==> config.mk <==
export PLATFORM = sky130hd
export DESIGN_NAME = tsbt_queue
export DESIGN_NICKNAME = d
export VERILOG_FILES = /design/src/hdl/tsbt_pkg.sv /design/src/hdl/tsbt_queue.sv
export SDC_FILE = /design/constraint.sdc
export NUM_CORES = 1
export LEC_CHECK = 0
export ABC_AREA = 1
export BUFFER_PORTS_ARGS = -buffer_cell sky130_fd_sc_hd__clkbuf_2
export CAP_MARGIN = 20
export CORE_AREA = 4 4 136 138
export DETAILED_ROUTE_END_ITERATION = 7
export DIE_AREA = 0 0 140 142
export PLACE_DENSITY = 0.59
export SLEW_MARGIN = 10
export SYNTH_ARGS = -nofsm -noshare
export SYNTH_HDL_FRONTEND = slang
export SYNTH_SLANG_ARGS = --single-unit
==> constraint.sdc <==
create_clock -name clk -period 4.79 [get_ports clk]
set_input_delay 0.958 -clock clk [delete_from_list [all_inputs] [get_ports clk]]
set_output_delay 0.958 -clock clk [all_outputs]
set_load 0.02 [all_outputs]
==> src/hdl/tsbt_pkg.sv <==
// Shared types, constants and hash helpers for the TCP SYN Bloom tracker.
// No dependencies; every other file of the block imports this package.
package tsbt_pkg;

	// Filter geometry and probe count.
	localparam int FILTER_BITS  = 4096;
	localparam int PROBE_COUNT  = 3;
	localparam int WORD_BITS    = 64;
	localparam int POS_W        = 6;
	localparam int FILTER_WORDS = FILTER_BITS / WORD_BITS;
	localparam int BIT_W        = $clog2(FILTER_BITS);
	localparam int ADDR_W       = (FILTER_WORDS > 1) ? $clog2(FILTER_WORDS) : 1;
	localparam int PROBE_W      = (PROBE_COUNT > 1) ? $clog2(PROBE_COUNT) : 1;
	localparam logic [BIT_W-1:0] BIT_MASK = BIT_W'(FILTER_BITS - 1);

	// Number of 32-bit keys hashed per flow: source, destination, ports.
	localparam int FIELD_COUNT = 3;

	// Request queue between the hash front and the filter back.
	localparam int Q_DEPTH = 4;
	localparam int QPTR_W  = (Q_DEPTH > 1) ? $clog2(Q_DEPTH) : 1;
	localparam int QCNT_W  = $clog2(Q_DEPTH + 1);

	// Mixer and seed constants.
	localparam logic [31:0] MIX_MUL_A = 32'h7feb352d;
	localparam logic [31:0] MIX_MUL_B = 32'h846ca68b;
	localparam logic [31:0] SEED_STEP = 32'h9e3779b9;
	localparam logic [31:0] PROTO_TCP = 32'd6;

	// Operation decided by the front for each request.
	typedef enum logic [1:0] {
		OP_IGNORE,
		OP_RECORD,
		OP_CHECK,
		OP_OTHER
	} op_t;

	// Result class codes.
	typedef enum logic [2:0] {
		CLS_IGNORED     = 3'd0,
		CLS_SYN         = 3'd1,
		CLS_SOLICITED   = 3'd2,
		CLS_UNSOLICITED = 3'd3,
		CLS_OTHER       = 3'd4
	} cls_t;

	// Back-end sequencer states.
	typedef enum logic [1:0] {
		B_IDLE,
		B_READ,
		B_MERGE,
		B_FINISH
	} back_state_t;

	// One request as it travels through the queue.
	typedef struct packed {
		op_t                               op;
		logic [PROBE_COUNT-1:0][BIT_W-1:0] bit_idx;
	} probe_req_t;

	// Queue status seen by the back end and the checks.
	typedef struct packed {
		logic empty;
		logic full;
	} q_status_t;

	// First mixer step: fold and multiply.
	function automatic logic [31:0] mix_a(input logic [31:0] x);
		logic [31:0] y;
		y = x ^ (x >> 16);
		return y * MIX_MUL_A;
	endfunction

	// Second mixer step: fold and multiply.
	function automatic logic [31:0] mix_b(input logic [31:0] x);
		logic [31:0] y;
		y = x ^ (x >> 15);
		return y * MIX_MUL_B;
	endfunction

	// Final mixer step: fold only.
	function automatic logic [31:0] mix_c(input logic [31:0] x);
		return x ^ (x >> 16);
	endfunction

	// Whole mixer, used only for constants at elaboration.
	function automatic logic [31:0] mix_full(input logic [31:0] x);
		return mix_c(mix_b(mix_a(x)));
	endfunction

	// Seed of probe number i.
	function automatic logic [31:0] probe_seed(input int i);
		logic [31:0] k;
		k = 32'(i + 1);
		return SEED_STEP * k;
	endfunction

	// Mixed protocol number, the same for every TCP flow.
	localparam logic [31:0] MIX_TCP = mix_full(PROTO_TCP);

endpackage

==> src/hdl/tsbt_queue.sv <==
// Short request queue between the hash front and the filter back end.
// Depends on tsbt_pkg for the request type and the depth.
module tsbt_queue (
	input  logic                 clk,
	input  logic                 arst_n,
	input  logic                 push,
	input  tsbt_pkg::probe_req_t push_req,
	input  logic                 pop,
	output tsbt_pkg::probe_req_t head,
	output tsbt_pkg::q_status_t  q_status
);
	import tsbt_pkg::*;

	probe_req_t        entries_q [Q_DEPTH];
	logic [QPTR_W-1:0] wr_ptr_q;
	logic [QPTR_W-1:0] rd_ptr_q;
	logic [QCNT_W-1:0] count_q;

	assign head           = entries_q[rd_ptr_q];
	assign q_status.empty = (count_q == '0);
	assign q_status.full  = (count_q == QCNT_W'(Q_DEPTH));

	// Pointers and fill count.
	always_ff @(posedge clk or negedge arst_n) begin
		if (!arst_n) begin
			wr_ptr_q <= '0;
			rd_ptr_q <= '0;
			count_q  <= '0;
		end else begin
			if (push) begin
				wr_ptr_q <= (wr_ptr_q == QPTR_W'(Q_DEPTH - 1)) ? '0 : wr_ptr_q + QPTR_W'(1);
			end
			if (pop) begin
				rd_ptr_q <= (rd_ptr_q == QPTR_W'(Q_DEPTH - 1)) ? '0 : rd_ptr_q + QPTR_W'(1);
			end
			count_q <= count_q + QCNT_W'(push) - QCNT_W'(pop);
		end
	end

	// Entry storage.
	always_ff @(posedge clk) begin
		if (push) begin
			entries_q[wr_ptr_q] <= push_req;
		end
	end

endmodule

==> reports/summary.txt <==
mean number of vias per cell -> 4.476
max-slew violation total from the final report -> 0
drt wl/cell -> 13.95 um
reg2reg end -> entries_q[2][20]$_DFFE_PP_
Congestion Overflow GR -> 0
insertion delay to the later sink of the worst-skew pair -> 0.42 ns
capturing element type of the critical path -> output pin
Reg2Reg Depth -> 4
max frequency -> 0.3082 GHz
Initial DRT Pass Iterations -> 4
max-cap check violation count -> 0
post-detailed-route DRC marker count -> 0
transition at the pin with the smallest max-transition slack -> 1.020 ns
final critical-path setup slack -> 1.546 ns
data arrival time of the critical path -> 2.29 ns
layout cell share with drive strength beyond 1 -> 15.74%
flop2flop setup slack -> 2.93 ns
number of sinks on the clock net -> 159
flop and latch count out of synthesis -> 159
Mapped Area -> 6813 um^2
number of hold buffers added after cts -> 0
die boundary width -> 140 um
number of inserted diodes -> 0
placeable core region -> 17180 um^2
vias after detailed routing -> 4306
first-pass GRT wire length -> 21110 um
outcome -> finished, final reports clean
CP Data Required Time -> 3.83 ns
CTS tree -> built
total negative setup slack -> 0 ns
Syn Inst Count -> 646
number of antenna violations at the first check in global routing -> 0
maximum vdd ir drop -> 0.0003564 V
Final Cycle Share -> 67.73%
number of endpoints with negative hold slack in the final report -> 0
Synth area leader -> edfxtp_1
number of buffers added for setup after CTS -> 0
minimum setup slack after placement -> 1.946 ns
HPWL Detailed -> 7895 um
number of levels in the clock H-tree -> 4
pin count of the biggest net entering global routing -> 79
Crit Path Max Fanout -> 42
floorplan die height -> 142 um
std cell rows -> 48
post-CTS resize count -> 0
Clk pin slew, worst setup/hold paths -> 0.06 ns
number of buffers on the longest clock path -> 2
cell chosen for the clock root -> clkbuf_16
Min Clock Period, post-route -> 3.244 ns
power per standard cell area -> 579.9 nW/um^2
crit path kind -> flip-flop to output pin
Slew HR -> 31.93%
sequential element share of the synthesized area -> 69.57%
post-synthesis average cell area -> 10.55 um^2
number of CTS-inserted buffers -> 17
final routed wirelength across all metal layers -> 13420 um
warning count from the yosys run -> 0
initial standard-cell utilization of the core -> 39.66%
final core area utilization -> 45.75%
number of primary I/O pins -> 82
proportion of netlist area held by the largest area contributor -> 67.00%
final setup fails -> 0
leading post-synthesis cells by cell area -> edfxtp_1 67%, nand2_1 11%, inv_1 9.1%, nand3_1 5.7%, dfrtp_1 2.6%
post-route clock skew -> 0.007579 ns
via count of the first global-routing pass -> 4183
class of the most critical hold timing path -> input pin to asynchronous set/reset pin
Net Count, Synth -> 696
leakage power -> 3.708 nW
signed area change from the synthesized netlist to the final layout -> 15.34%
global placer's final weighted congestion -> 0.7183
beginning of the worst register-to-register path -> wr_ptr_q[0]$_DFFE_PN0P_
number of distinct library cells after synthesis -> 16
violation count after the first detailed-route iteration -> 184
overall die area -> 19880 um^2
unrepaired setup endpoints after global routing -> false
Final ANT Viol Nets -> 0
number of input and output port buffers inserted -> 81
Worst Setup Start Kind -> flip-flop
total track usage -> 13.94%
Final #Nets -> 774
[where the power goes]
part | total (mW) | leakage (nW) | switching, mW | internal, mW
sequential | 1.86 | 1.48 | 0.0623 | 1.79
clock | 1.12 | 0.248 | 0.476 | 0.646
combinational | 1.58 | 1.98 | 1.14 | 0.435
total | 4.56 | 3.71 | 1.68 | 2.88
[per-layer routing]
metal	share of wire [%]	up-vias	wire length, um	global-route usage [%]
met2	51	83	6876	24.03
met1	42	2038	5633	16.14
met5	0	-	0	0
met3	5.4	16	729	5.108
met4	1.3	0	178	4.895
li1	-	2169	-	-
[layout by cell type (no fill, tap or decap)]
| cell | n |
|---|---|
| ha_1 | 7 |
| buf_4 | 3 |
| fa_1 | 1 |
| edfxtp_1 | 152 |
| inv_2 | 6 |
| inv_1 | 160 |
| clkinv_2 | 7 |
| nor3_1 | 2 |
| dfrtp_2 | 2 |
| clkbuf_2 | 81 |
| nand3_1 | 77 |
| o21ai_1 | 1 |
| nand2_1 | 203 |
| clkbuf_16 | 17 |
| dfrtp_1 | 5 |
| clkbuf_1 | 4 |
| nor2_1 | 2 |
| o21ai_0 | 3 |
| clkinv_1 | 4 |
[per-stage QoR]
step	hold slack [ns]	std cells	power, mW	area, um^2
finish	0.3816	962	4.557	7858
detailed placement	0.5955	930	3.506	7367
floorplan	0.5480	646	3.000	6813
CTS	0.3682	962	4.634	7858
global route	0.3687	962	4.864	7858
global placement	0.5678	930	3.454	7367
[worst max path at each step]
stage | depth (start not counted) | to | from
4_1_cts | 6 | head[7] | rd_ptr_q[0]$_DFFE_PN0P_
6_report | 6 | head[11] | rd_ptr_q[0]$_DFFE_PN0P_
3_3_place_gp | 6 | head[21] | rd_ptr_q[0]$_DFFE_PN0P_
2_1_floorplan | 2 | entries_q[1][0]$_DFFE_PP_ | push
5_1_grt | 6 | head[7] | rd_ptr_q[0]$_DFFE_PN0P_
3_5_place_dp | 6 | head[7] | rd_ptr_q[0]$_DFFE_PN0P_
[cell usage after synthesis]
cell type,instances
buf_2,15
buf_4,2
buf_6,5
clkbuf_1,3
dfrtp_1,7
edfxtp_1,152
fa_1,1
ha_1,7
inv_1,165
inv_2,1
nand2_1,203
nand3_1,77
nor2_1,2
nor3_1,2
o21ai_0,3
o21ai_1,1
[cell families (layout without fill, tap and decap cells)]
logic type / count (synthesis) / after routing / synth area share (%)
AOI/OAI and AO/OA: 4 / 4 / 0.2937
and+or+nand+nor: 284 / 284 / 17.10
DFF: 159 / 159 / 69.57
buffers and inverters: 191 / 282 / 11.46
adders and majority gates: 8 / 8 / 1.579
[registers in the layout, indices dropped and copies added, names as in the netlist]
name	cells
count_q	3
entries_q	152
rd_ptr_q	2
wr_ptr_q	2
[layout make-up]
type / count / area, um^2
fillers: 1610 / 9319
flip-flops and latches: 159 / 4742
clock inverters: 11 / 50.05
inverters: 166 / 623.1
repair buffers: 84 / 427.9
multi-input cells: 296 / 1292
clock buffers: 21 / 440.4
well taps: 225 / 281.5
[critical path: stages (launching register included)]
cell	delay, ns
dfrtp_2	0.40
inv_2	0.53
buf_4	0.47
nand2_1	0.11
nand3_1	0.08
nand2_1	0.10
clkbuf_2	0.16
No activity file was read; power rests on OpenSTA's default activity.
